[config.mk]
export PLATFORM = sky130hd
export DESIGN_NAME = spaced_selection_count_mod_prime_top_flat
export DESIGN_NICKNAME = d
export VERILOG_FILES = /design/src/rtl/core/ssc_pkg.sv /design/src/rtl/core/ssc_in_if.sv /design/src/rtl/core/ssc_out_if.sv /design/src/rtl/core/ssc_mulmod.sv /design/src/rtl/core/spaced_selection_count_mod_prime_top.sv /design/src/flat_wrapper.sv
export SDC_FILE = /design/constraint.sdc
export NUM_CORES = 1
export LEC_CHECK = 0
export ABC_AREA = 0
export BUFFER_PORTS_ARGS = -buffer_cell sky130_fd_sc_hd__buf_4
export CORE_AREA = 4 4 153 266
export CTS_CLUSTER_SIZE = 24
export DETAILED_ROUTE_END_ITERATION = 12
export DIE_AREA = 0 0 157 270
export PLACE_DENSITY = 0.8
export SKIP_LAST_GASP = 1
export SLEW_MARGIN = 20
export SYNTH_ARGS = -nofsm -noshare
export SYNTH_HDL_FRONTEND = slang
export SYNTH_SLANG_ARGS = --single-unit
[constraint.sdc]
create_clock -name clk -period 5.4 [get_ports clk]
set_input_delay 0.27 -clock clk [delete_from_list [all_inputs] [get_ports clk]]
set_output_delay 0.27 -clock clk [all_outputs]
set_load 0.05 [all_outputs]
[src/rtl/core/ssc_pkg.sv]
// Shared constants and widths for the spaced selection counter.
package ssc_pkg;
  localparam int N_WIDTH = 16;
  localparam int K_WIDTH = 16;
  localparam int MOD_W   = 23;
  localparam int TOP_W   = ((N_WIDTH > K_WIDTH) ? N_WIDTH : K_WIDTH) + 1;
  localparam int BIT_W   = $clog2(MOD_W + 1);
  localparam logic [MOD_W-1:0] PRIME   = MOD_W'(5000011);
  localparam logic [MOD_W-1:0] INV_EXP = MOD_W'(5000009);
  localparam logic [MOD_W-1:0] ONE     = MOD_W'(1);
endpackage

[src/rtl/core/ssc_in_if.sv]
// Input channel carrying row length and gap.
interface ssc_in_if;
  logic        valid;
  logic        ready;
  logic [15:0] row_length;
  logic [15:0] min_gap;
  modport source (output valid, row_length, min_gap, input ready);
  modport sink (input valid, row_length, min_gap, output ready);
endinterface

[src/rtl/core/ssc_out_if.sv]
// Output channel carrying the count modulo the prime.
interface ssc_out_if;
  logic        valid;
  logic        ready;
  logic [22:0] count_mod;
  modport source (output valid, count_mod, input ready);
  modport sink (input valid, count_mod, output ready);
endinterface

[src/rtl/core/ssc_mulmod.sv]
// Bit-serial modular multiplier, one bit of the multiplier per cycle.
module ssc_mulmod (
  input  logic                    clk,
  input  logic                    rst,
  input  logic                    go,
  input  logic [ssc_pkg::MOD_W-1:0] a,
  input  logic [ssc_pkg::MOD_W-1:0] b,
  output logic                    done,
  output logic [ssc_pkg::MOD_W-1:0] res
);
  import ssc_pkg::*;

  logic [MOD_W-1:0] a_sh;
  logic [MOD_W-1:0] b_hold;
  logic [BIT_W-1:0] cnt;
  logic             busy;
  logic [MOD_W:0]   dbl, dbl_red, add, add_red;

  // Double, reduce, add the selected multiplicand, reduce
  always_comb begin
    dbl     = {res, 1'b0};
    dbl_red = (dbl >= {1'b0, PRIME}) ? dbl - {1'b0, PRIME} : dbl;
    add     = dbl_red + (a_sh[MOD_W-1] ? {1'b0, b_hold} : '0);
    add_red = (add >= {1'b0, PRIME}) ? add - {1'b0, PRIME} : add;
  end

  always_ff @(posedge clk) begin
    if (rst) begin
      busy <= 1'b0;
      cnt  <= '0;
      done <= 1'b0;
    end else if (go) begin
      busy   <= 1'b1;
      a_sh   <= a;
      b_hold <= b;
      res    <= '0;
      cnt    <= '0;
      done   <= 1'b0;
    end else if (busy) begin
      res  <= add_red[MOD_W-1:0];
      a_sh <= {a_sh[MOD_W-2:0], 1'b0};
      cnt  <= cnt + 1'b1;
      done <= (cnt == BIT_W'(MOD_W - 1));
      if (cnt == BIT_W'(MOD_W - 1)) begin
        busy <= 1'b0;
      end
    end else begin
      done <= 1'b0;
    end
  end
endmodule

[src/rtl/core/spaced_selection_count_mod_prime_top.sv]
// Spaced selection counter: sums C(n-(x-1)k, x) mod 5000011 with a shared multiplier.
// Work: every modular product runs on the one bit-serial multiplier; a term
//   needs 2*min(x,top-x) falling-product steps, 23 squarings, 10 multiplies for p-2 and one
//   final product.
// Throughput: one item at a time; the next transfer is taken once the result
//   is loaded into the output register, which may still wait to be taken.
// Reset: synchronous, clears sequencer and output valid; no state between items.
module spaced_selection_count_mod_prime_top (
  input logic clk,
  input logic rst,
  ssc_in_if.sink    req,
  ssc_out_if.source rsp
);
  import ssc_pkg::*;

  localparam logic [3:0] S_IDLE = 4'd0;
  localparam logic [3:0] S_TERM = 4'd1;
  localparam logic [3:0] S_LOOP = 4'd2;
  localparam logic [3:0] S_NUMW = 4'd3;
  localparam logic [3:0] S_DENW = 4'd4;
  localparam logic [3:0] S_SQW  = 4'd5;
  localparam logic [3:0] S_EMW  = 4'd6;
  localparam logic [3:0] S_FINW = 4'd7;
  localparam logic [3:0] S_DONE = 4'd8;

  logic [3:0]       state;
  logic [TOP_W-1:0] kgap, x, top, pick, i;
  logic [MOD_W-1:0] num, den, eacc, sum;
  logic [BIT_W-1:0] ebit;
  logic             mul_go, mul_done;
  logic [MOD_W-1:0] mul_a, mul_b, mul_res;
  logic [MOD_W:0]   sum_add;
  logic [TOP_W-1:0] top_m_x;

  ssc_mulmod u_mul (
    .clk(clk), .rst(rst), .go(mul_go), .a(mul_a), .b(mul_b),
    .done(mul_done), .res(mul_res)
  );

  assign req.ready = (state == S_IDLE);
  assign sum_add   = {1'b0, sum} + {1'b0, mul_res};
  assign top_m_x   = top - x;

  // Sequence terms, falling products, inverse exponentiation and the sum
  always_ff @(posedge clk) begin
    if (rst) begin
      state     <= S_IDLE;
      rsp.valid <= 1'b0;
      mul_go    <= 1'b0;
    end else begin
      // Drop valid after the transfer unless a new result is loaded now
      if (rsp.valid && rsp.ready && state != S_DONE) rsp.valid <= 1'b0;
      case (state)
        S_IDLE: begin
          mul_go <= 1'b0;
          if (req.valid) begin
            kgap  <= TOP_W'(req.min_gap);
            x     <= '0;
            top   <= TOP_W'(req.row_length[N_WIDTH-1:0]) + TOP_W'(req.min_gap);
            sum   <= '0;
            state <= S_TERM;
          end
        end
        S_TERM: begin
          mul_go <= 1'b0;
          pick   <= (x < top_m_x) ? x : top_m_x;
          i      <= TOP_W'(1);
          num    <= ONE;
          den    <= ONE;
          state  <= S_LOOP;
        end
        S_LOOP: begin
          mul_go <= 1'b1;
          if (i > pick) begin
            mul_a <= ONE;
            mul_b <= ONE;
            eacc  <= ONE;
            ebit  <= BIT_W'(MOD_W - 1);
            state <= S_SQW;
          end else begin
            mul_a <= num;
            mul_b <= MOD_W'(top - i + TOP_W'(1));
            state <= S_NUMW;
          end
        end
        S_NUMW: begin
          mul_go <= mul_done;
          if (mul_done) begin
            num    <= mul_res;
            mul_a  <= den;
            mul_b  <= MOD_W'(i);
            state  <= S_DENW;
          end
        end
        S_DENW: begin
          mul_go <= 1'b0;
          if (mul_done) begin
            den   <= mul_res;
            i     <= i + TOP_W'(1);
            state <= S_LOOP;
          end
        end
        S_SQW, S_EMW: begin
          mul_go <= mul_done;
          if (mul_done) begin
            eacc   <= mul_res;
            if (state == S_SQW && INV_EXP[ebit[$clog2(MOD_W)-1:0]]) begin
              mul_a <= mul_res;
              mul_b <= den;
              state <= S_EMW;
            end else if (ebit == '0) begin
              mul_a <= num;
              mul_b <= mul_res;
              state <= S_FINW;
            end else begin
              ebit  <= ebit - 1'b1;
              mul_a <= mul_res;
              mul_b <= mul_res;
              state <= S_SQW;
            end
          end
        end
        S_FINW: begin
          mul_go <= 1'b0;
          if (mul_done) begin
            sum <= (sum_add >= {1'b0, PRIME}) ? MOD_W'(sum_add - {1'b0, PRIME})
                                              : sum_add[MOD_W-1:0];
            // Next term exists only while x+1 <= top-k
            if (top < kgap + x + TOP_W'(1)) begin
              state <= S_DONE;
            end else begin
              top   <= top - kgap;
              x     <= x + TOP_W'(1);
              state <= S_TERM;
            end
          end
        end
        S_DONE: begin
          mul_go <= 1'b0;
          if (!rsp.valid || rsp.ready) begin
            rsp.count_mod <= sum;
            rsp.valid     <= 1'b1;
            state         <= S_IDLE;
          end
        end
        default: begin
          mul_go <= 1'b0;
          state  <= S_IDLE;
        end
      endcase
    end
  end

  // A finished count is always reduced
  a_count_range: assert property (@(posedge clk) disable iff (rst)
    rsp.valid |-> rsp.count_mod < PRIME)
    else $error("count out of range");

  // Results are loaded only from the finish state
  a_load_from_done: assert property (@(posedge clk) disable iff (rst)
    $rose(rsp.valid) |-> $past(state) == S_DONE)
    else $error("result loaded outside finish");

  // Multiplier completions arrive only while the sequencer waits on one
  a_done_waited: assert property (@(posedge clk) disable iff (rst)
    mul_done |-> (state == S_NUMW || state == S_DENW || state == S_SQW ||
                  state == S_EMW || state == S_FINW))
    else $error("unexpected multiplier completion");
endmodule
[src/flat_wrapper.sv]
// flat-port wrapper written by rule: the top's interface ports become plain ports
module spaced_selection_count_mod_prime_top_flat import ssc_pkg::*;
  (clk, rst, req_valid, req_row_length, req_min_gap, req_ready, rsp_valid, rsp_count_mod, rsp_ready);
  ssc_in_if req_i ();
  ssc_out_if rsp_i ();
  input logic clk;
  input logic rst;
  input wire logic [$bits(req_i.valid)-1:0] req_valid;
  input wire logic [$bits(req_i.row_length)-1:0] req_row_length;
  input wire logic [$bits(req_i.min_gap)-1:0] req_min_gap;
  output wire logic [$bits(req_i.ready)-1:0] req_ready;
  output wire logic [$bits(rsp_i.valid)-1:0] rsp_valid;
  output wire logic [$bits(rsp_i.count_mod)-1:0] rsp_count_mod;
  input wire logic [$bits(rsp_i.ready)-1:0] rsp_ready;
  assign req_i.valid = req_valid;
  assign req_i.row_length = req_row_length;
  assign req_i.min_gap = req_min_gap;
  assign req_ready = req_i.ready;
  assign rsp_valid = rsp_i.valid;
  assign rsp_count_mod = rsp_i.count_mod;
  assign rsp_i.ready = rsp_ready;
  spaced_selection_count_mod_prime_top u_core (.clk(clk), .rst(rst), .req(req_i), .rsp(rsp_i));
endmodule
==> flow_summary.json <==
{
  "status": "complete, but fails checks",
  "violations": "negative setup slack",
  "setup_viol": 17,
  "drtPass1Iterations": 8,
  "clkSlewWorstSetupHoldPaths_ps": 70,
  "die_area_um2": 42400,
  "fmax_mhz": 181,
  "vias": 18500,
  "min_period_ps": 5530,
  "nNetsFinal": 2684,
  "dpl.hpwl_um": 44000,
  "final_area_um2": 25800,
  "via_per_inst": 6.27,
  "clk_latency_ps": 570,
  "ant_nets": 0,
  "irDropWorstVdd_mv": 0.271,
  "start_util_pct": 57.8,
  "finalWirelength_um": 60300,
  "io_pins": 61,
  "yosysTopAreaCell": "edfxtp_1",
  "syn-cell-area_um2": 22200,
  "placed_cell_area_um2": 23900,
  "final_max_slew_viol_count": 0,
  "synth_nets": 2497,
  "holdCritPathClass": "in -> reg",
  "critPathArrivalTime_ps": 5920,
  "r2r_cells": 24,
  "die_x_um": 157,
  "rsz0062_at_grt": "true",
  "setup_slack_ps": -126,
  "drv_cap": 0,
  "fin_crit_sh_pct": 102,
  "drive_above_1_share_pct": 16.4,
  "cp_slowest_stage_delay_ps": 450,
  "cts_root_buffer": "clkbuf_16",
  "crit_slowest_cell": "a221o_2",
  "critPathMaxFanout": 7,
  "gp_congestion": 0.934,
  "yosysUniqueCellTypes": 95,
  "async_reset_ff_share_pct": 0,
  "worstSetupStartpointType": "register",
  "path_cells": "ha_4, o31ai_4, a21oi_2, o211ai_1, and3_4, o21ai_4, a21oi_4, buf_6, nor2_4, xor2_1, ha_1, a21o_1, a221o_2, o31a_1, buf_4, a41oi_4, nor2b_2, a221o_1, o21ai_4, o211ai_4, buf_4, a21o_4, or3_1, a21oi_1",
  "area_delta_synth_final_pct": 16.5,
  "grt_start_max_net_pins": 61,
  "synth_edf_count": 296,
  "cts_tree": "built",
  "yosysSeqAreaShare_pct": 41.4,
  "worstSetupEndpointType": "register",
  "critPathRequiredTime_ps": 5790,
  "grt_pass1_wl_um": 94600,
  "post_drt_wl_per_cell_um": 20.4,
  "route.detailed.drc": 0,
  "worstMarginPinSlew_ps": 1050,
  "overflow": 0,
  "core_um2": 38400,
  "port_buffers": 60,
  "clock_sinks": 310,
  "relSlewSlack_pct": 30.1,
  "rows": 95,
  "netlist_instances": 2266,
  "antenna_found_initial": 0,
  "clock_path_buffers": 3,
  "drtIter0Drc": 1292,
  "fin_skew_ps": 19.7,
  "synth-seq-cells": 310,
  "grt_usage_pct": 27.6,
  "synth_ff_type": "edfxtp_1",
  "powerDensity_nw_per_um2": 491,
  "syn_avg_cell_area_um2": 9.78,
  "post-place-ws_ps": -245,
  "die_h_um": 270,
  "totalNegativeSetupSlack_ps": -736,
  "htreeDepth": 1,
  "synth_top_area_share_pct": 40.1,
  "leakage_uw": 0.0106,
  "numCtsBuffers": 27,
  "antennaDiodeCount": 0,
  "holdPathStages": 4,
  "synth-warning-count": 0,
  "hold_viol": 0,
  "path_class": "reg -> reg",
  "grt_pass1_vias": 19100,
  "synth.area.top_cells": "edfxtp_1 (40%), ha_1 (11%), xnor2_1 (4.7%)"
}
[flip-flops by register name, summed over array words and instances (netlist names), 23 cells and up, named ones only]
name / flops
u_core.mul_b: 23
u_core.u_mul.b_hold: 23
u_core.mul_a: 23
u_core.num: 23
u_core.u_mul.a_sh: 23
u_core.sum: 23
u_core.u_mul.res: 23
u_core.rsp.count_mod: 23
u_core.den: 23
[where the power goes]
group,switching [uW],internal (uW)
Combinational,4080,3050
Clock,932,1120
Sequential,260,3250
Total,5270,7420
[final cells by class]
cell class	instances	area (um^2)
fillers	2893	12600
flip-flops and latches	310	9170
clock buffers	32	694
inverters	163	614
well taps	485	607
multi-input cells	1708	12500
repair buffers	243	1990
clock inverters	17	210
[cell usage in the layout (no fill, tap or decap), types with 44 or more instances in the layout]
cell type  netlist  final
nor3_1          49     45
xor2_1          56     55
xnor2_1        120    117
buf_4            2    209
nand3_1         62     59
nand2_1        158    154
and2_1          62     62
o21ai_0        118    109
inv_1          162    162
a21o_1          45     44
edfxtp_1       296    296
a21oi_1        145    132
nor2_1         195    190
ha_1           188    184
[per-layer routing]
metal  global-route usage (%)  vias up  wire length [um]
met1                     28.5     8880             20600
met3                     2.68      240              2880
met2                     52.0      693             32700
li1                         -     8727                 -
met5                        0        -                 0
met4                     17.0        0              4130
[cell families (layout without fill, tap and decap cells)]
logic type | Yosys count | in the layout | synth area share (%)
AO/OA/AOI/OAI | 567 | 568 | 17.3
AND/OR/NAND/NOR | 712 | 712 | 15.9
multiplexers | 57 | 57 | 2.71
buffers and inverters | 249 | 455 | 4.53
XOR/XNOR | 176 | 176 | 6.95
adder cells (fa/ha/maj) | 195 | 195 | 11.2
flip-flops | 310 | 310 | 41.4
[worst max-delay path, delay by kind of cell (launching register included)]
| kind | cells | cell delay [ps] |
|---|---|---|
| and+or+nand+nor | 4 | 710 |
| DFF | 1 | 430 |
| AOI/OAI and AO/OA | 14 | 2990 |
| adders and majority gates | 2 | 540 |
| xor gates and xnor gates | 1 | 130 |
| buffers and inverters | 3 | 520 |
[stage by stage]
stage,utilization (%),total power [uW],cells,hold slack (ps)
after floorplan,-,7810,2266,369
after global placement,62.4,9430,2852,403
after detailed placement,62.4,9670,2852,405
after CTS,66.2,12200,2942,37.7
after global routing,67.3,13400,2958,77.4
final,67.3,12700,2958,55.6
[cell usage after synthesis (6+ instances only)]
master    number
mux2_2        24
nand3b_1      11
o221ai_1      19
dfxtp_1       14
and3_1        43
ha_1         188
and2_1        62
a21boi_0      13
buf_1          6
a31oi_1       15
clkbuf_1      64
a211oi_1      21
o31ai_1       22
o211ai_1      16
edfxtp_1     296
o21a_1        24
nor4_1         8
o41ai_1        6
nand2_1      158
nor3_1        49
fa_1           7
inv_1        162
o21bai_1      11
buf_2          7
a21o_1        45
a211o_1       12
or2_2         11
a21oi_1      145
o21ai_0      118
nor2b_1       23
nand2b_1      18
a222oi_1      23
or3_1         19
nand4_1       21
xor2_1        56
xnor2_1      120
mux2i_1       33
nor2_1       195
o311ai_0       9
nand3_1       62
[timing repair]
action,4_1_cts,5_1_grt
pin swaps,23,37
endpoints found under the setup margin,21,58
hold endpoints to repair,16,0
hold buffers,16,0
buffers inserted,22,19
resized for setup,41,59
cloned,3,1
[final timing paths]
check / from / to / slack, ps
hold / removal: rsp_ready / u_core.rsp.valid$_SDFF_PP0_ / 60
setup reg to reg: u_core.u_mul.res[2]$_SDFFCE_PP0P_ / u_core.u_mul.res[11]$_SDFFCE_PP0P_ / -130
hold reg to reg: u_core.mul_b[0]$_DFFE_PP_ / u_core.u_mul.b_hold[0]$_DFFE_PP_ / 420
setup / recovery: u_core.u_mul.res[2]$_SDFFCE_PP0P_ / u_core.u_mul.res[11]$_SDFFCE_PP0P_ / -130
Power figures use the tool's default switching activity.
